`config.mk`:
```
export PLATFORM = sky130hd
export DESIGN_NAME = uds_transfer_data_server_flat
export DESIGN_NICKNAME = d
export VERILOG_FILES = /design/src/rtl/uds_td_pkg.sv /design/src/rtl/uds_td_if.sv /design/src/rtl/uds_td_core.sv /design/src/rtl/uds_transfer_data_server.sv /design/src/flat_wrapper.sv
export VERILOG_INCLUDE_DIRS = /design/src /design/src/rtl
export SDC_FILE = /design/constraint.sdc
export NUM_CORES = 1
export LEC_CHECK = 0
export ABC_AREA = 1
export BUFFER_PORTS_ARGS = -buffer_cell sky130_fd_sc_hd__buf_2
export CAP_MARGIN = 0
export CORE_MARGIN = 2
export CORE_UTILIZATION = 35
export DETAILED_ROUTE_END_ITERATION = 6
export MAX_ROUTING_LAYER = met4
export PLACE_DENSITY_LB_ADDON = 0.15
export SLEW_MARGIN = 20
export SYNTH_ARGS = -nofsm -noshare
export SYNTH_HDL_FRONTEND = slang
export SYNTH_SLANG_ARGS = --single-unit
export TNS_END_PERCENT = 50
```
`constraint.sdc`:
```
create_clock -name clk -period 3.5 [get_ports clk]
set_input_delay 0.525 -clock clk [delete_from_list [all_inputs] [get_ports clk]]
set_output_delay 0.525 -clock clk [all_outputs]
set_load 0.005 [all_outputs]
```
`src/rtl/uds_transfer_data_server_assert.svh`:
```
// assertion macros used by the transfer data server top level
`ifndef UDS_TRANSFER_DATA_SERVER_ASSERT_SVH
`define UDS_TRANSFER_DATA_SERVER_ASSERT_SVH

// same-cycle implication
`define UDS_TD_ASSERT_IMPLY(label, clk, rst_n, ante, cons) \
    label: assert property (@(posedge clk) disable iff (!rst_n) (ante) |-> (cons)) \
        else $error("uds_td same-cycle check failed");

// next-cycle implication
`define UDS_TD_ASSERT_NEXT(label, clk, rst_n, ante, cons) \
    label: assert property (@(posedge clk) disable iff (!rst_n) (ante) |=> (cons)) \
        else $error("uds_td next-cycle check failed");

`endif

```
`src/rtl/uds_td_pkg.sv`:
```
// types, codes and constants of the transfer data server
package uds_td_pkg;

    localparam int unsigned BUFFER_BYTES = 4096;
    localparam int unsigned LEN_W        = 16;
    localparam logic [31:0] UP_CAP       = 32'(BUFFER_BYTES - 2);
    localparam logic [12:0] NEG_LEN      = 13'd3;
    localparam logic [12:0] ACK_LEN      = 13'd2;

    typedef enum logic [2:0] {
        PH_IDLE  = 3'd0,
        PH_DW    = 3'd1,
        PH_DWTD  = 3'd2,
        PH_DWFIN = 3'd3,
        PH_UP    = 3'd4,
        PH_UPTD  = 3'd5,
        PH_UPFIN = 3'd6
    } phase_t;

    typedef enum logic [1:0] {
        FN_START = 2'd0,
        FN_XFER  = 2'd1,
        FN_POLL  = 2'd2,
        FN_EXIT  = 2'd3
    } func_t;

    typedef enum logic [1:0] {
        DIR_DOWNLOAD = 2'd0,
        DIR_UPLOAD   = 2'd1
    } dir_t;

    typedef enum logic [1:0] {
        FS_SUCCESS   = 2'd0,
        FS_PROG_FAIL = 2'd1,
        FS_BAD_ADDR  = 2'd2,
        FS_BUSY      = 2'd3
    } flash_status_t;

    typedef enum logic [1:0] {
        KIND_POS  = 2'd0,
        KIND_NEG  = 2'd1,
        KIND_WAIT = 2'd2
    } kind_t;

    typedef enum logic [2:0] {
        NRC_NONE      = 3'd0,
        NRC_BAD_LEN   = 3'd1,
        NRC_SEQUENCE  = 3'd2,
        NRC_PROG_FAIL = 3'd3,
        NRC_SUSPENDED = 3'd4,
        NRC_WRONG_CNT = 3'd5,
        NRC_PENDING   = 3'd6
    } nrc_t;

    typedef struct packed {
        logic [1:0]  func;
        logic [12:0] request_length;
        logic [7:0]  block_counter;
        logic [1:0]  direction;
        logic [31:0] address;
        logic [31:0] transfer_size;
        logic [1:0]  flash_status;
        logic        flash_ready;
    } req_t;

    typedef struct packed {
        logic [1:0]  response_kind;
        logic [2:0]  nrc;
        logic [12:0] response_length;
        logic [7:0]  counter_echo;
        logic        write_start;
        logic        read_start;
        logic [31:0] read_address;
        logic [12:0] data_length;
        logic        enter_exit_state;
        logic        accepted;
        logic        fully_idle;
    } rsp_t;

    typedef struct packed {
        phase_t           phase;
        logic [7:0]       download_counter;
        logic [7:0]       upload_counter;
        logic [31:0]      remaining_size;
        logic [31:0]      next_address;
        logic [LEN_W-1:0] previous_length;
    } state_t;

    localparam state_t STATE_RESET = '{
        phase:            PH_IDLE,
        download_counter: 8'd0,
        upload_counter:   8'd0,
        remaining_size:   32'd0,
        next_address:     32'd0,
        previous_length:  '0
    };

endpackage

```
`src/rtl/uds_td_if.sv`:
```
// request and response channel interfaces of the transfer data server

interface uds_td_req_if;
    logic        valid;
    logic        ready;
    logic [1:0]  func;
    logic [12:0] request_length;
    logic [7:0]  block_counter;
    logic [1:0]  direction;
    logic [31:0] address;
    logic [31:0] transfer_size;
    logic [1:0]  flash_status;
    logic        flash_ready;

    modport source (
        output valid, func, request_length, block_counter, direction,
               address, transfer_size, flash_status, flash_ready,
        input  ready
    );
    modport sink (
        input  valid, func, request_length, block_counter, direction,
               address, transfer_size, flash_status, flash_ready,
        output ready
    );
endinterface

interface uds_td_rsp_if;
    logic        valid;
    logic        ready;
    logic [1:0]  response_kind;
    logic [2:0]  nrc;
    logic [12:0] response_length;
    logic [7:0]  counter_echo;
    logic        write_start;
    logic        read_start;
    logic [31:0] read_address;
    logic [12:0] data_length;
    logic        enter_exit_state;
    logic        accepted;
    logic        fully_idle;

    modport source (
        output valid, response_kind, nrc, response_length, counter_echo,
               write_start, read_start, read_address, data_length,
               enter_exit_state, accepted, fully_idle,
        input  ready
    );
    modport sink (
        input  valid, response_kind, nrc, response_length, counter_echo,
               write_start, read_start, read_address, data_length,
               enter_exit_state, accepted, fully_idle,
        output ready
    );
endinterface

```
`src/rtl/uds_td_core.sv`:
```
// request decision logic: next transfer state and response of one transaction
module uds_td_core (
    input  uds_td_pkg::state_t cur_state,
    input  uds_td_pkg::req_t   req,
    output uds_td_pkg::state_t nxt_state,
    output uds_td_pkg::rsp_t   rsp
);
    import uds_td_pkg::*;

    logic [12:0]      dlen;
    logic [7:0]       dc_prev;
    logic [7:0]       uc_prev;
    logic [LEN_W-1:0] ulen;
    logic [LEN_W-1:0] ulen_rsp;
    logic [LEN_W-1:0] prev_rsp;
    logic             in_download;
    logic             in_upload;
    logic             busy;

    always_comb
    begin
        nxt_state = cur_state;
        rsp       = '0;

        dlen     = req.request_length - 13'd2;
        dc_prev  = cur_state.download_counter - 8'd1;
        uc_prev  = cur_state.upload_counter - 8'd1;
        ulen     = (cur_state.remaining_size > UP_CAP) ? UP_CAP[LEN_W-1:0]
                                                       : cur_state.remaining_size[LEN_W-1:0];
        ulen_rsp = ulen + LEN_W'(2);
        prev_rsp = cur_state.previous_length + LEN_W'(2);

        in_download = (cur_state.phase == PH_DW) || (cur_state.phase == PH_DWTD) ||
                      (cur_state.phase == PH_DWFIN);
        in_upload   = (cur_state.phase == PH_UP) || (cur_state.phase == PH_UPTD) ||
                      (cur_state.phase == PH_UPFIN);
        busy        = (cur_state.phase == PH_DWTD) || (cur_state.phase == PH_DWFIN) ||
                      (cur_state.phase == PH_UPTD) || (cur_state.phase == PH_UPFIN);

        case (req.func)
            FN_START:
            begin
                if (!busy)
                begin
                    case (req.direction)
                        DIR_DOWNLOAD:
                        begin
                            nxt_state.phase            = PH_DW;
                            nxt_state.download_counter = 8'd1;
                            nxt_state.upload_counter   = 8'd0;
                        end
                        DIR_UPLOAD:
                        begin
                            nxt_state.phase            = PH_UP;
                            nxt_state.upload_counter   = 8'd1;
                            nxt_state.download_counter = 8'd0;
                        end
                        default:
                        begin
                            nxt_state.phase = PH_IDLE;
                        end
                    endcase
                    nxt_state.next_address    = req.address;
                    nxt_state.remaining_size  = req.transfer_size;
                    nxt_state.previous_length = '0;
                    rsp.accepted              = 1'b1;
                end
            end
            FN_EXIT:
            begin
                nxt_state = STATE_RESET;
            end
            default:
            begin
                if (req.request_length <= 13'd1)
                begin
                    rsp.response_kind   = KIND_NEG;
                    rsp.nrc             = NRC_BAD_LEN;
                    rsp.response_length = NEG_LEN;
                end
                else if (in_download && (req.func == FN_POLL))
                begin
                    case (req.flash_status)
                        FS_SUCCESS:
                        begin
                            nxt_state.download_counter = cur_state.download_counter + 8'd1;
                            if (cur_state.remaining_size == 32'd0)
                            begin
                                nxt_state.phase      = PH_DWFIN;
                                rsp.enter_exit_state = 1'b1;
                            end
                            else if (cur_state.remaining_size < {19'd0, dlen})
                            begin
                                nxt_state.remaining_size = {19'd0, dlen};
                            end
                            rsp.response_kind   = KIND_POS;
                            rsp.response_length = ACK_LEN;
                            rsp.counter_echo    = cur_state.download_counter;
                        end
                        FS_PROG_FAIL, FS_BAD_ADDR:
                        begin
                            nxt_state           = STATE_RESET;
                            rsp.response_kind   = KIND_NEG;
                            rsp.nrc             = NRC_PROG_FAIL;
                            rsp.response_length = NEG_LEN;
                        end
                        default:
                        begin
                            rsp.response_kind = KIND_WAIT;
                            rsp.nrc           = NRC_PENDING;
                        end
                    endcase
                end
                else if (in_download)
                begin
                    if ((cur_state.phase != PH_DWFIN) &&
                        (cur_state.download_counter == req.block_counter))
                    begin
                        if ({19'd0, dlen} <= cur_state.remaining_size)
                        begin
                            if (req.flash_ready)
                            begin
                                rsp.counter_echo    = cur_state.download_counter;
                                rsp.write_start     = 1'b1;
                                rsp.data_length     = dlen;
                                nxt_state.phase     = PH_DWTD;
                                rsp.response_kind   = KIND_NEG;
                                rsp.nrc             = NRC_PENDING;
                                rsp.response_length = NEG_LEN;
                            end
                            else
                            begin
                                nxt_state           = STATE_RESET;
                                rsp.response_kind   = KIND_NEG;
                                rsp.nrc             = NRC_PROG_FAIL;
                                rsp.response_length = NEG_LEN;
                            end
                        end
                        else
                        begin
                            rsp.response_kind   = KIND_NEG;
                            rsp.nrc             = NRC_SUSPENDED;
                            rsp.response_length = NEG_LEN;
                        end
                    end
                    else if ((cur_state.phase != PH_DW) && (dc_prev == req.block_counter))
                    begin
                        rsp.response_kind   = KIND_POS;
                        rsp.response_length = ACK_LEN;
                        rsp.counter_echo    = dc_prev;
                    end
                    else if (cur_state.phase == PH_DWFIN)
                    begin
                        rsp.response_kind   = KIND_NEG;
                        rsp.nrc             = NRC_SEQUENCE;
                        rsp.response_length = NEG_LEN;
                    end
                    else
                    begin
                        rsp.response_kind   = KIND_NEG;
                        rsp.nrc             = NRC_WRONG_CNT;
                        rsp.response_length = NEG_LEN;
                    end
                end
                else if (in_upload)
                begin
                    if ((cur_state.phase != PH_UPFIN) &&
                        (cur_state.upload_counter == req.block_counter))
                    begin
                        rsp.read_start              = 1'b1;
                        rsp.read_address            = cur_state.next_address;
                        rsp.data_length             = ulen[12:0];
                        rsp.response_kind           = KIND_POS;
                        rsp.response_length         = ulen_rsp[12:0];
                        rsp.counter_echo            = cur_state.upload_counter;
                        nxt_state.remaining_size    = cur_state.remaining_size -
                                                      32'(ulen);
                        nxt_state.next_address      = cur_state.next_address + 32'(ulen);
                        nxt_state.previous_length   = ulen;
                        nxt_state.upload_counter    = cur_state.upload_counter + 8'd1;
                        nxt_state.phase = (cur_state.remaining_size == 32'(ulen)) ? PH_UPFIN
                                                                                   : PH_UPTD;
                    end
                    else if ((cur_state.phase != PH_UP) && (uc_prev == req.block_counter))
                    begin
                        rsp.response_kind   = KIND_POS;
                        rsp.response_length = prev_rsp[12:0];
                        rsp.counter_echo    = uc_prev;
                    end
                    else if (cur_state.phase == PH_UPFIN)
                    begin
                        rsp.response_kind   = KIND_NEG;
                        rsp.nrc             = NRC_SEQUENCE;
                        rsp.response_length = NEG_LEN;
                    end
                    else
                    begin
                        rsp.response_kind   = KIND_NEG;
                        rsp.nrc             = NRC_WRONG_CNT;
                        rsp.response_length = NEG_LEN;
                    end
                end
                else
                begin
                    nxt_state.phase     = PH_IDLE;
                    rsp.response_kind   = KIND_NEG;
                    rsp.nrc             = NRC_SEQUENCE;
                    rsp.response_length = NEG_LEN;
                end
            end
        endcase

        rsp.fully_idle = (nxt_state.phase == PH_IDLE) &&
                         (nxt_state.download_counter == 8'd0) &&
                         (nxt_state.upload_counter == 8'd0);
    end

endmodule

```
`src/rtl/uds_transfer_data_server.sv`:
```
// top level of the transfer data server
// One response per request transaction. A request is held in an input register,
// decided combinationally against the transfer state and written to the response
// register, and a new request can be taken every cycle while the response is not
// stalled. The decision logic between the two registers is combinational; a stalled
// response backs up into the input register and then drops req.ready.
`include "uds_transfer_data_server_assert.svh"

module uds_transfer_data_server (
    input  logic          clk,
    input  logic          rst_n,
    uds_td_req_if.sink    req,
    uds_td_rsp_if.source  rsp
);
    import uds_td_pkg::*;

    req_t   req_reg;
    logic   req_valid_reg;
    logic   req_valid_next;
    rsp_t   rsp_reg;
    logic   rsp_valid_reg;
    logic   rsp_valid_next;
    state_t state_reg;
    state_t state_next;
    rsp_t   rsp_next;
    req_t   req_in;
    logic   advance;
    logic   take;

    uds_td_core u_core (
        .cur_state (state_reg),
        .req       (req_reg),
        .nxt_state (state_next),
        .rsp       (rsp_next)
    );

    assign req_in = '{
        func:           req.func,
        request_length: req.request_length,
        block_counter:  req.block_counter,
        direction:      req.direction,
        address:        req.address,
        transfer_size:  req.transfer_size,
        flash_status:   req.flash_status,
        flash_ready:    req.flash_ready
    };

    assign advance   = req_valid_reg && (!rsp_valid_reg || rsp.ready);
    assign req.ready = !req_valid_reg || advance;
    assign take      = req.valid && req.ready;

    assign req_valid_next = take || (req_valid_reg && !advance);
    assign rsp_valid_next = advance || (rsp_valid_reg && !rsp.ready);

    always_ff @(posedge clk or negedge rst_n)
    begin
        if (!rst_n)
        begin
            req_valid_reg <= 1'b0;
            rsp_valid_reg <= 1'b0;
            state_reg     <= STATE_RESET;
        end
        else
        begin
            req_valid_reg <= req_valid_next;
            rsp_valid_reg <= rsp_valid_next;
            if (advance)
            begin
                state_reg <= state_next;
            end
        end
    end

    always_ff @(posedge clk)
    begin
        if (take)
        begin
            req_reg <= req_in;
        end
        if (advance)
        begin
            rsp_reg <= rsp_next;
        end
    end

    assign rsp.valid            = rsp_valid_reg;
    assign rsp.response_kind    = rsp_reg.response_kind;
    assign rsp.nrc              = rsp_reg.nrc;
    assign rsp.response_length  = rsp_reg.response_length;
    assign rsp.counter_echo     = rsp_reg.counter_echo;
    assign rsp.write_start      = rsp_reg.write_start;
    assign rsp.read_start       = rsp_reg.read_start;
    assign rsp.read_address     = rsp_reg.read_address;
    assign rsp.data_length      = rsp_reg.data_length;
    assign rsp.enter_exit_state = rsp_reg.enter_exit_state;
    assign rsp.accepted         = rsp_reg.accepted;
    assign rsp.fully_idle       = rsp_reg.fully_idle;

    // full input stage behind a stalled response takes nothing
    `UDS_TD_ASSERT_IMPLY(a_stall_backs_up, clk, rst_n,
        req_valid_reg && rsp_valid_reg && !rsp.ready, !req.ready)

    // a flash write leaves the download waiting for the flash writer
    `UDS_TD_ASSERT_NEXT(a_write_waits, clk, rst_n,
        advance && rsp_next.write_start, state_reg.phase == PH_DWTD)

    // an upload read never exceeds the response buffer
    `UDS_TD_ASSERT_IMPLY(a_read_fits, clk, rst_n,
        advance && rsp_next.read_start, {19'd0, rsp_next.data_length} <= UP_CAP)

    // a read and a write never come from the same transaction
    `UDS_TD_ASSERT_IMPLY(a_one_command, clk, rst_n,
        rsp_valid_reg, !(rsp_reg.read_start && rsp_reg.write_start))

endmodule

```
`src/flat_wrapper.sv`:
```
// flat-port wrapper written by rule: the top's interface ports become plain ports
module uds_transfer_data_server_flat import uds_td_pkg::*;
  (clk, rst_n, req_valid, req_func, req_request_length, req_block_counter, req_direction, req_address, req_transfer_size, req_flash_status, req_flash_ready, req_ready, rsp_valid, rsp_response_kind, rsp_nrc, rsp_response_length, rsp_counter_echo, rsp_write_start, rsp_read_start, rsp_read_address, rsp_data_length, rsp_enter_exit_state, rsp_accepted, rsp_fully_idle, rsp_ready);
  uds_td_req_if req_i ();
  uds_td_rsp_if rsp_i ();
  input  logic clk;
  input  logic rst_n;
  input wire logic [$bits(req_i.valid)-1:0] req_valid;
  input wire logic [$bits(req_i.func)-1:0] req_func;
  input wire logic [$bits(req_i.request_length)-1:0] req_request_length;
  input wire logic [$bits(req_i.block_counter)-1:0] req_block_counter;
  input wire logic [$bits(req_i.direction)-1:0] req_direction;
  input wire logic [$bits(req_i.address)-1:0] req_address;
  input wire logic [$bits(req_i.transfer_size)-1:0] req_transfer_size;
  input wire logic [$bits(req_i.flash_status)-1:0] req_flash_status;
  input wire logic [$bits(req_i.flash_ready)-1:0] req_flash_ready;
  output wire logic [$bits(req_i.ready)-1:0] req_ready;
  output wire logic [$bits(rsp_i.valid)-1:0] rsp_valid;
  output wire logic [$bits(rsp_i.response_kind)-1:0] rsp_response_kind;
  output wire logic [$bits(rsp_i.nrc)-1:0] rsp_nrc;
  output wire logic [$bits(rsp_i.response_length)-1:0] rsp_response_length;
  output wire logic [$bits(rsp_i.counter_echo)-1:0] rsp_counter_echo;
  output wire logic [$bits(rsp_i.write_start)-1:0] rsp_write_start;
  output wire logic [$bits(rsp_i.read_start)-1:0] rsp_read_start;
  output wire logic [$bits(rsp_i.read_address)-1:0] rsp_read_address;
  output wire logic [$bits(rsp_i.data_length)-1:0] rsp_data_length;
  output wire logic [$bits(rsp_i.enter_exit_state)-1:0] rsp_enter_exit_state;
  output wire logic [$bits(rsp_i.accepted)-1:0] rsp_accepted;
  output wire logic [$bits(rsp_i.fully_idle)-1:0] rsp_fully_idle;
  input wire logic [$bits(rsp_i.ready)-1:0] rsp_ready;
  assign req_i.valid = req_valid;
  assign req_i.func = req_func;
  assign req_i.request_length = req_request_length;
  assign req_i.block_counter = req_block_counter;
  assign req_i.direction = req_direction;
  assign req_i.address = req_address;
  assign req_i.transfer_size = req_transfer_size;
  assign req_i.flash_status = req_flash_status;
  assign req_i.flash_ready = req_flash_ready;
  assign req_ready = req_i.ready;
  assign rsp_valid = rsp_i.valid;
  assign rsp_response_kind = rsp_i.response_kind;
  assign rsp_nrc = rsp_i.nrc;
  assign rsp_response_length = rsp_i.response_length;
  assign rsp_counter_echo = rsp_i.counter_echo;
  assign rsp_write_start = rsp_i.write_start;
  assign rsp_read_start = rsp_i.read_start;
  assign rsp_read_address = rsp_i.read_address;
  assign rsp_data_length = rsp_i.data_length;
  assign rsp_enter_exit_state = rsp_i.enter_exit_state;
  assign rsp_accepted = rsp_i.accepted;
  assign rsp_fully_idle = rsp_i.fully_idle;
  assign rsp_i.ready = rsp_ready;
  uds_transfer_data_server u_core (.clk(clk), .rst_n(rst_n), .req(req_i), .rsp(rsp_i));
endmodule
```
==> Yosys cells after proc, flatten, opt, wreduce, memory -nomap -nowiden <==
Index checks and enable logic that the tools add are counted.
{ "classes": {"shift": 0, "add_sub_neg": 9, "multipliers": 0, "n_bitwise": 7, "n_reduce_logical": 45, "magnitude_cmp": 4, "eq_ne": 29, "muxes": 61, "div_mod_pow": 0} }
{ "ops": {"columns": ["operator", "n"], "rows": [
  ["$mux W99", 5],
  ["$mux W88", 3],
  ["$pmux W99 S2", 1],
  ["$mux W96", 1],
  ["$mux W13", 7],
  ["$mux W16", 5],
  ["$mux W26", 3],
  ["$mux W32", 2],
  ["$pmux W32 S2", 1],
  ["$mux W48", 1],
  ["$mux W8", 6],
  ["$mux W46", 1],
  ["$add A32 B16 Y32", 1],
  ["$eq A32 B16 Y1", 1],
  ["$eq A8 B8 Y1", 4],
  ["$gt A32 B12 Y1 const B", 1],
  ["$le A13 B32 Y1", 1],
  ["$logic_not A32 Y1", 1],
  ["$lt A32 B13 Y1", 1],
  ["$pmux W16 S2", 1],
  ["$sub A32 B16 Y32", 1],
  ["$add A13 B2 Y13 const B", 2],
  ["$pmux W11 S2", 1],
  ["$mux W21", 1],
  ["40 further kinds", 103]
]} }
{ "word_totals": {"mem_bits_ro": 0, "n_memories": 0, "in_bits": 96, "output_inout_bits": 78, "elab_cells": 185, "ram_bits": 0, "regBits": 266, "latchBits": 0} }

==> Logic depth before layout (Yosys ltp) <==
Gate-level depths: netlist of the first run.
{ "depth": {"word_depth": 13, "depth_mapped": 28} }

==> By module <==
A second synthesis of the first run with hierarchy kept.
{ "hier_totals": {"cells_unflattened": 2343, "area_unflattened_um2": 17971.0} }
{ "modules_own_cells": {"columns": ["mod", "instances", "area_per_inst_um2", "seq_area_each_um2", "cells_per_inst"], "rows": [
  ["uds_transfer_data_server", 1, 9044.9, 7572.3, 609],
  ["uds_td_core", 1, 8926.1, 0.0, 1734]
]} }

==> Worst setup path before layout of the first run <==
No wires, ideal clock.
{ "synth_timing": {"path_type": "input-to-reg", "from": "in rsp_ready", "to": "reg u_core.rsp_reg (netlist bit u_core.rsp.accepted), enable pin", "t_required_ns": 3.032, "stages": 5, "arrival_time_ns": 3.135, "setup_ns": 0.468, "setup_slack_ns": -0.103, "path_cell_list": "inv_1 > nand2_1 > nand2_1 > inv_1 > clkbuf_1"} }
{ "synth_between": {"elab_chain_len": 2} }
{ "synth_lines": {"columns": ["element", "line_no", "source"], "rows": [
  ["start: declaration", "flat_wrapper.sv:30", "input wire logic [$bits(rsp_i.ready)-1:0] rsp_ready;"],
  ["$logic_or A1 B1 Y1", "uds_transfer_data_server.sv:48", "assign advance = req_valid_reg && (!rsp_valid_reg || rsp.ready);"],
  ["$logic_and A1 B1 Y1", "uds_transfer_data_server.sv:48", null],
  ["named net u_core.advance", "uds_transfer_data_server.sv:27", "logic advance;"],
  ["end signal: assignment", "uds_transfer_data_server.sv:82", "rsp_reg <= rsp_next;"],
  ["end: declaration", "uds_transfer_data_server.sv:20", "rsp_t rsp_reg;"]
]} }
The timed path passes the listed nets, and every way through them passes these cells.
A chain may end at the register's enable or synchronous reset.

==> Worst setup path after layout of the first run <==
{ "layout_timing": {"from": "reg u_core.state_reg[49] (netlist name)", "to": "reg u_core.state_reg[26] (netlist name)"} }
{ "layout_between": {"elab_chain_len": 9, "word_cells_on_any_way": 12, "cone_classes": "add/sub (1); order compare (2); eq/ne (1); mux (7); reduce/logical (1)"} }
{ "layout_lines": {"columns": ["element", "line_no", "source"], "rows": [
  ["start: declaration", "uds_transfer_data_server.sv:23", "state_t state_reg;"],
  ["start signal: assignment", "uds_transfer_data_server.sv:69", "state_reg <= state_next;"],
  ["$gt A32 B12 Y1", "uds_td_core.sv:28", "ulen = (cur_state.remaining_size > UP_CAP) ? UP_CAP[LEN_W-1:0]"],
  ["$mux W16", "uds_td_core.sv:28", null],
  ["$add A32 B16 Y32", "uds_td_core.sv:178", "nxt_state.next_address = cur_state.next_address + 32'(ulen);"],
  ["$mux W88", "uds_td_core.sv:167", "if ((cur_state.phase != PH_UPFIN) &&"],
  ["$mux W88", "uds_td_core.sv:165", "else if (in_upload)"],
  ["$mux W88", "uds_td_core.sv:114", "else if (in_download)"],
  ["$mux W99", "uds_td_core.sv:81", "else if (in_download && (req.func == FN_POLL))"],
  ["$mux W99", "uds_td_core.sv:75", "if (req.request_length <= 13'd1)"],
  ["$pmux W99 S2", "uds_td_core.sv:40", "case (req.func)"]
]} }
Parallel ways exist; a longest one is shown, timed or not. The select of a mux whose other input is x is not followed.

==> flow_metrics.tcl, run 1 <==
set metrics [dict create \
    status "complete, no violations" \
    rows 77 \
    synthTopCellsByArea "edfxtp_1 (32%), dfrtp_1 (16%), nand2_1 (9.0%)" \
    final_util 0.446 \
    place_hpwl_mm 39.8 \
    core_area_um2 44000 \
    cts_tree "yes" \
    setup_viol 0 \
    num_vias 13995 \
    place_ws_ns -0.103 \
    root_buffer "clkbuf_16" \
    rr_startpoint "u_core.state_reg[49]$_DFFE_PN0P_" \
    ctsHtreeMaxLevel 1 \
    ys_seq_area_frac 0.482 \
    area_delta_synth_final_pct 26.2 \
    yosys_most_used_dff "edfxtp_1" \
    synthCells 1830 \
    largest_reg_flops 96 \
    grt_usage 0.231 \
    hp-class "input port to asynchronous set/reset pin" \
    clockBufferDepth 3 \
    leakage_uw 0.00863 \
    routed-wl-met2_mm 25.4 \
    crit_path_start "u_core.state_reg[49]$_DFFE_PN0P_" \
    final.setup.tns_ns 0 \
    m1WireLength_mm 23.5 \
    crit_fanout 12 \
    r2r_setup_slack_ns 0.15 \
    finalHoldViolations 0 \
    highest_layer "met4" \
    skew_ns 0.0169 \
    synth-edff-count 168 \
    die-area_um2 46100 \
    dieWidth_um 215 \
    yosysUniqueCellTypes 61 \
    drive_gt1_frac 0.247 \
    grt_pass1_wl_mm 80.8 \
    postRouteAntennaNets 0 \
    async_flop_share 0.368 \
    worst_pin_slew_ns 0.853 \
    crit_required_ns 3.97 \
    drt_pass1_iterations 5 \
    syn-cell-area_um2 15500 \
    grt_max_degree 58 \
    die_h_um 215 \
    final_max_slew_viol_count 0 \
    routed_via_density 5.07 \
    vdd.ir_drop.worst_mv 0.375 \
    clk_pin_slew_ns 0.06 \
    finalHoldWorstSlack_ns 0.0349 \
    routed_wl_mm 52.5 \
    wl_met3_mm 2.65 \
    grt_overflow 0 \
    fin_crit_ns 3.35 \
    numPortBuffers 173 \
    finalCritPeriodShare 0.957 \
    yosys.area.top_type_share 0.324 \
    wl_per_cell_um 19.0 \
    grt_antenna_before_repair 3 \
    max_freq_mhz 298 \
    drc_errors 0 \
    start_kind "flop" \
    cap_viol_max_count 0 \
    ios 174 \
    criticalPathCategory "flop to flop" \
    setup_slack_ns 0.149 \
    clock-sinks 266 \
    synth_top_cell_by_area "edfxtp_1" \
    postSynthAreaPerCell_um2 8.50 \
    p_per_area_nw_per_um2 572 \
    numCtsBuffers 31 \
    ff2ff_path_depth 16 \
    routabilityCongestion 0.936 \
    start_util 0.353 \
    cp-end-kind "flop" \
    rsz0062_at_grt "true" \
    drt_iter0_drc 1108 \
    nets 2285 \
    ys_ff_latch 266 \
    max_slew_margin 0.432 \
    grt_pass1_vias 13970 \
    clock_latency_ns 0.60 \
    ys_warn_count 0 \
    cp_data_arrival_time_ns 3.82 \
]
==> cell usage in the layout (no fill, tap or decap), types with 10 or more instances in the layout <==
cell / instances
nand3_1: 87
a32oi_1: 12
o21ai_0: 101
nor3_1: 26
xor2_1: 41
nand2_2: 25
o21ai_1: 14
dfrtp_1: 97
a21oi_1: 106
nand4_1: 37
clkbuf_16: 32
ha_1: 38
a22oi_1: 38
buf_2: 172
nor4_1: 13
nor2_1: 174
clkinv_1: 11
inv_1: 199
xnor2_1: 20
nor2_4: 18
nor2_2: 29
o22ai_1: 16
a21oi_2: 10
edfxtp_1: 168
buf_4: 148
nand2_1: 361
inv_2: 24
==> cells by family after synthesis <==
family                   after synthesis  share of synthesized area
XOR/XNOR                              63                     0.0355
buffers and inverters                288                     0.0767
flip-flops                           266                      0.482
adder cells (fa/ha/maj)               48                     0.0391
AND/OR/NAND/NOR                      803                      0.228
other                                  2                   0.000483
AO/OA/AOI/OAI                        360                      0.138
==> cell usage after synthesis, types with 3 or more instances <==
library cell and count:
o21ai_2 3, dfrtp_1 98, buf_2 28, a31oi_1 10, buf_4 5, or2_2 4, xor2_1 43, ha_1 47
o22ai_1 16, nand2_1 374, xnor2_1 20, nor2_2 8, clkbuf_1 14, nor3_1 28, nand2_4 3, nand4_1 37
a221oi_1 7, nand3_2 4, o21a_1 3, o21ai_1 14, nand3b_1 5, o211ai_1 9, a22oi_1 38, inv_2 15
buf_1 3, nand2_2 13, edfxtp_1 168, and3_1 4, a21o_1 5, nand3_1 92, o21ai_0 104, nor4_1 13
a21boi_0 4, a32oi_1 12, nor2_4 10, buf_6 7, nor2_1 203, clkinv_1 4, inv_1 210, a21oi_1 116
==> where the power goes <==
group / internal (µW) / leakage [µW] / switching [µW]
Combinational: 1510 / 0.00524 / 2350
Sequential: 3810 / 0.00290 / 319
Clock: 1860 / 0.000496 / 1380
Total: 7180 / 0.00863 / 4050
==> layer usage <==
metal  vias up  GRT usage
li1       6849          -
met1      6685      0.307
met2       404      0.381
met3        57     0.0277
met4         0     0.0481
met5         -          -
==> worst max-delay path, cell delays in order (launching register included) <==
cell and delay (ns):
dfrtp_1 0.43, nand2_1 0.13, nor3_1 0.18, nand4_1 0.24, nand2_8 0.21, nor2_1 0.10
ha_1 0.23, fa_1 0.43, a31oi_2 0.28, buf_4 0.16, o21a_1 0.15, o21ai_1 0.11
a31oi_1 0.18, xor2_1 0.17, o21ai_0 0.09, nand2_1 0.06, o21ai_0 0.07
==> timing repair <==
action	CTS	global route
buffers inserted	0	17
pin swaps	4	25
gates cloned	0	1
hold buffers	0	0
resized for setup	11	98
endpoints found under the setup margin	15	95
hold endpoints to repair	0	0
==> per-stage QoR <==
stage	total power (µW)	cell area, µm²	cells
2_1_floorplan	6300	15600	1833
3_3_place_gp	7710	18000	2682
3_5_place_dp	7730	18000	2682
4_1_cts	11000	19000	2740
5_1_grt	11900	19600	2761
6_report	11200	19600	2761
==> final cells by class <==
cell class / instances / area, µm²
tap: 592 / 741
timing repair buffer: 332 / 2200
fill: 4404 / 24400
inverter: 231 / 877
multi-input combinational: 1279 / 7290
clock buffer: 36 / 795
sequential: 266 / 7500
clock inverter: 22 / 214
antenna: 3 / 7.51
==> worst paths after layout <==
path / endpoint
setup / recovery: u_core.state_reg[26]$_DFFE_PN0P_
hold / removal: u_core.rsp.valid$_DFF_PN0_
setup reg to reg: u_core.state_reg[26]$_DFFE_PN0P_
hold reg to reg: u_core.state_reg[12]$_DFFE_PN0P_
max in group asynchronous: u_core.state_reg[68]$_DFFE_PN0P_
min in group clk: u_core.req_reg[31]$_DFFE_PP_
(Power assumes the default switching activity.)
==> run 2: changes to the inputs <==
- SETUP_SLACK_MARGIN: not set -> 0.3
==> run 2 against run 1 <==
  * Via count is 3.5% higher
  * Sequential share of layout area is 2.4 points lower
  * Clock-buffer cell count stayed put
  * Critical endpoint is now u_core.rsp.data_length[9]$_SDFFCE_PP0P_
  * Largest power group is now combinational cells
==> flow_metrics.tcl, run 2 (synthesized netlist as in run 1, its figures left out) <==
set metrics [dict create \
    status "complete, no violations" \
    grt_pass1_vias 14455 \
    clock_latency_ns 0.60 \
    routed_via_density 5.12 \
    cp_data_arrival_time_ns 3.68 \
    clock-sinks 266 \
    final.setup.tns_ns 0 \
    area_delta_synth_final_pct 34.7 \
    cap_viol_max_count 0 \
    rows 77 \
    final_common_cell "nand2_1" \
    crit_fanout 2 \
    grt_pass1_wl_mm 84.0 \
    skew_ns 0.0140 \
    finalCritPeriodShare 0.954 \
    max_freq_mhz 300 \
    start_kind "flop" \
    clk_pin_slew_ns 0.07 \
    p_total_uw 11900 \
    largest_reg_flops 96 \
    die-area_um2 46100 \
    grt_antenna_before_repair 3 \
    numPortBuffers 173 \
    die_h_um 215 \
    nets 2355 \
    cts_tree "yes" \
    crit_required_ns 3.84 \
    max_slew_margin 0.428 \
    p_per_area_nw_per_um2 567 \
    finalHoldWorstSlack_ns 0.0337 \
    worst_pin_slew_ns 0.859 \
    routabilityCongestion 0.936 \
    finalHoldViolations 0 \
    final_max_slew_viol_count 0 \
    fin_crit_ns 3.34 \
    wl_per_cell_um 19.4 \
    hold_buffers 0 \
    num_vias 14481 \
    multi_input_area_um2 7840 \
    drive_gt1_frac 0.309 \
    clockBufferDepth 3 \
    grt_max_degree 58 \
    seqCellArea_um2 7500 \
    rsz0062_at_grt "true" \
    hp-class "input port to asynchronous set/reset pin" \
    setup_viol 0 \
    drt_iter0_drc 1089 \
    core_area_um2 44000 \
    grt_usage 0.241 \
    drt_pass1_iterations 5 \
    ios 174 \
    criticalPathCategory "flop to flop" \
    numCtsBuffers 31 \
    mostFrequentLayoutCells "nand2_1 (348), buf_4 (194), inv_1 (188)" \
    vdd.ir_drop.worst_mv 0.373 \
    nFillCells 4256 \
    place_hpwl_mm 39.8 \
    start_util 0.353 \
    root_buffer "clkbuf_16" \
    grt_overflow 0 \
    routed_wl_mm 55.0 \
    drc_errors 0 \
    dieWidth_um 215 \
    ff2ff_path_depth 22 \
    postRouteAntennaNets 0 \
    cp-end-kind "flop" \
    leakage_uw 0.00915 \
    ctsHtreeMaxLevel 1 \
]
## run 2: cell types whose count changed in the layout (fill, tap and decap cells not counted), moves of 8 or more
cell     delta
a22oi_1     -8
nor2_4     +10
inv_1      -11
ha_4        +9
o21ai_0    -11
a21oi_1    -22
a21oi_2    +17
nand2_1    -13
buf_4      +46
a22oi_2     +8
buf_6      +13
ha_1       -11
## run 2: area by class of cell
cell class | instances | area share
multi-input combinational | 1280 | 0.374
sequential | 266 | 0.358
timing repair buffer | 401 | 0.141
inverter | 231 | 0.0428
clock buffer | 36 | 0.0379
tap | 592 | 0.0354
clock inverter | 22 | 0.0102
antenna | 3 | 0.000359
## run 2: path summary, 6_finish.rpt
| check | startpoint | endpoint | slack (ns) |
|---|---|---|---|
| max in group asynchronous | rst_n | u_core.state_reg[68]$_DFFE_PN0P_ | 2.53 |
| min in group clk | req_transfer_size[28] | u_core.req_reg[31]$_DFFE_PP_ | 0.10 |
| worst max-delay path | u_core.req_reg[78]$_DFFE_PP_ | u_core.rsp.data_length[9]$_SDFFCE_PP0P_ | 0.16 |
| worst max register to register | u_core.req_reg[78]$_DFFE_PP_ | u_core.rsp.data_length[9]$_SDFFCE_PP0P_ | 0.16 |
| worst min-delay path | rst_n | u_core.rsp.valid$_DFF_PN0_ | 0.03 |
| worst min register to register | u_core.state_reg[12]$_DFFE_PN0P_ | u_core.state_reg[12]$_DFFE_PN0P_ | 0.49 |
## run 2: stage by stage
step	instances	setup slack (ns)	instance area (µm²)	util
after CTS	2790	0.179	19900	0.452
after detailed placement	2682	-0.103	18000	0.409
final	2831	0.161	20900	0.476
after global routing	2831	-0.0629	20900	0.476
after global placement	2682	-0.129	18000	0.409
after floorplan	1833	0.146	15600	-
## run 2: timing repair
| action | CTS | global route |
|---|---|---|
| pin swaps | 23 | 64 |
| setup buffers | 44 | 35 |
| endpoints found under the setup margin | 102 | 117 |
| gates resized for setup | 86 | 177 |
| gates cloned | 6 | 3 |
## run 2: layer usage
metal | GRT usage | up-vias | part of all wire
met5 | - | - | 0
met1 | 0.318 | 6984 | 0.44
met2 | 0.394 | 407 | 0.48
met4 | 0.0597 | 0 | 0.025
li1 | - | 7001 | -
met3 | 0.0290 | 89 | 0.050
## run 2: report_power, final
group          switching (µW)  total, µW  internal, µW
Clock                    1380       3240          1860
Combinational            2620       4480          1850
Sequential                332       4150          3810
## run 2: worst max-delay path, stage by stage, from the launching register on
cell	delay, ns
edfxtp_1	0.38
inv_2	0.11
ha_4	0.16
inv_4	0.04
nor3_4	0.20
xor2_1	0.21
inv_1	0.11
buf_4	0.14
buf_4	0.12
buf_4	0.12
buf_4	0.12
buf_4	0.12
buf_4	0.12
buf_4	0.12
buf_4	0.12
buf_4	0.12
buf_4	0.12
buf_4	0.12
buf_4	0.12
buf_4	0.12
buf_4	0.12
nand3_1	0.06
o21ai_0	0.10
==> run 3: changes to the inputs <==
- SETUP_SLACK_MARGIN: 0.3 -> 0.5
==> run 3 against run 2 <==
  * Non-clock buffer count grew 13
  * Critical path type unchanged
  * Design area is 4.5% higher
  * Die area stayed put
  * Global-route usage up 0.28 points
  * Hold slack better by 0.055 ns
  * Maximum frequency grew 2.0%
  * Flip-flop and latch count stayed put
  * First-iteration DRC count is 4.9% lower
  * Cell count grew 0.46%
  * Utilization is 2.1 points higher
==> flow_metrics.tcl, run 3 (synthesized netlist as in run 1, its figures left out) <==
set metrics [dict create \
    status "complete, no violations" \
    routabilityCongestion 0.934 \
    grt_pass1_wl_mm 84.7 \
    clockBufferDepth 3 \
    criticalPathCategory "flop to flop" \
    crit_fanout 7 \
    die_h_um 215 \
    final_util 0.497 \
    drive_gt1_frac 0.353 \
    grt_pass1_vias 14599 \
    nFillCells 4218 \
    grt_usage 0.243 \
    rows 77 \
    cpMostUsedCell "nor2_1" \
    cts_tree "yes" \
    placed_area_um2 18100 \
    ff2ff_path_depth 13 \
    area_delta_synth_final_pct 40.7 \
    ctsHtreeMaxLevel 1 \
    vdd.ir_drop.worst_mv 0.383 \
    cp_num_cells 13 \
    setup_viol 0 \
    grt_antenna_before_repair 2 \
    leakage_uw 0.00947 \
    root_buffer "clkbuf_16" \
    routed_via_density 5.19 \
    rsz0062_at_grt "true" \
    dp_cells 2684 \
    crit_buf_inv 1 \
    grt_overflow 0 \
    die-area_um2 46100 \
    core_area_um2 44000 \
    max_slew_margin 0.610 \
    numPortBuffers 173 \
    final.setup.tns_ns 0 \
    drt_iter0_drc 1036 \
    final_common_cell "nand2_1" \
    wl_per_cell_um 20.0 \
    clock-sinks 266 \
    grt_max_degree 86 \
    place_hpwl_mm 39.9 \
    instances_no_fill 2844 \
    crit_required_ns 3.84 \
    cap_viol_max_count 0 \
    num_vias 14768 \
    clock_latency_ns 0.61 \
    routed_wl_mm 56.9 \
    postRouteAntennaNets 0 \
    finalInstanceArea_um2 21900 \
    mostFrequentLayoutCells "nand2_1 (334), buf_4 (191), inv_1 (187)" \
    p_per_area_nw_per_um2 584 \
    final_max_slew_viol_count 0 \
    path_cells "inv_1 > nand3_1 > xor2_1 > or2_2 > nand4_1 > nor2_1 > nand4_1 > o21ai_0 > nor2_1 > nand2_1 > nand3_1 > a21oi_1 > nor2_1" \
    nets 2369 \
    place_ws_ns -0.0205 \
    finalCritPeriodShare 0.935 \
    cp-end-kind "flop" \
    numCtsBuffers 31 \
    skew_ns 0.0283 \
    fin_crit_ns 3.27 \
    ios 174 \
    crit_family "simple AND/OR/NAND/NOR gates" \
    dieWidth_um 215 \
    cpPeakStageDelay_ns 0.50 \
    largest_reg_flops 96 \
    drt_pass1_iterations 5 \
    max_freq_mhz 306 \
    worst_pin_slew_ns 0.584 \
    hp-class "input port to flop" \
    drc_errors 0 \
    min_path_cells 1 \
    clk_pin_slew_ns 0.08 \
    finalHoldViolations 0 \
    start_util 0.353 \
    cp_data_arrival_time_ns 3.62 \
    crit_slowest_cell "dfrtp_1" \
    setup_slack_ns 0.227 \
    start_kind "flop" \
]
## run 3: changes by cell type in the layout (fill, tap and decap cells not counted), moves of 6 or more
cell,before,now
nand3_2,7,13
a21oi_1,84,68
a21oi_2,27,34
o21ai_2,9,17
nand2_4,10,21
nand3_1,85,78
nor2_1,168,162
o22ai_1,16,9
a22oi_1,30,15
a22oi_2,8,23
o21ai_0,90,80
a21oi_4,6,15
nand2_1,348,334
buf_6,15,22
## run 3: stage by stage
step / hold slack (ns) / power (µW)
detailed placement: 0.452 / 7790
finish: 0.0883 / 12800
global placement: 0.452 / 7770
CTS: 0.0700 / 12100
global route: 0.0819 / 13400
floorplan: 0.229 / 6340
## run 3: worst paths after layout
path                                                  startpoint                               end  slack (ns)
worst max-delay path            u_core.state_reg[91]$_DFFE_PN0P_   u_core.rsp.nrc[0]$_SDFFCE_PN0P_        0.23
max in group asynchronous                                  rst_n  u_core.state_reg[55]$_DFFE_PN0P_        2.28
worst max register to register  u_core.state_reg[91]$_DFFE_PN0P_   u_core.rsp.nrc[0]$_SDFFCE_PN0P_        0.23
worst min-delay path                       req_transfer_size[15]      u_core.req_reg[18]$_DFFE_PP_        0.09
min in group asynchronous                                  rst_n  u_core.state_reg[87]$_DFFE_PN0P_        0.38
worst min register to register  u_core.state_reg[12]$_DFFE_PN0P_  u_core.state_reg[12]$_DFFE_PN0P_        0.50
## run 3: worst reg2reg max path, cell delays in order (launching register included)
cell and delay [ns]:
dfrtp_1 0.50, inv_1 0.30, nand3_1 0.24, xor2_1 0.43, or2_2 0.19, nand4_1 0.07
nor2_1 0.12, nand4_1 0.40, o21ai_0 0.31, nor2_1 0.07, nand2_1 0.07, nand3_1 0.07
a21oi_1 0.16, nor2_1 0.09
## run 3: power by group
group / internal (µW) / total, µW / leakage, µW / switching, µW
Sequential: 3810 / 4150 / 0.00290 / 337
Clock: 2160 / 3560 / 0.000544 / 1410
Combinational: 2170 / 5060 / 0.00603 / 2890
## run 3: layout make-up
class                   instances  area [µm²]  share of cell area
diodes                          2        5.00            0.000229
clock inverters                18         259              0.0118
clock buffers                  40         850              0.0388
flip-flops and latches        266        7500               0.343
inverters                     231         910              0.0416
repair inverters                1        11.3            0.000515
repair buffers                414        3170               0.145
well taps                     592         741              0.0339
multi-input cells            1280        8430               0.386
## run 3: what timing repair did
item	in CTS	in global routing
setup endpoints to repair	120	141
hold buffers	1	0
resized for setup	193	209
pin swaps	74	101
endpoints found under the hold margin	13	0
gates cloned	8	6
buffers inserted	54	31
## run 3: routing by layer
layer  vias up  share of wire  track usage
met5         -              0            -
met4         0          0.037       0.0845
met3       123          0.058       0.0396
met2       504           0.48        0.393
met1      7098           0.42        0.311
li1       7043              -            -
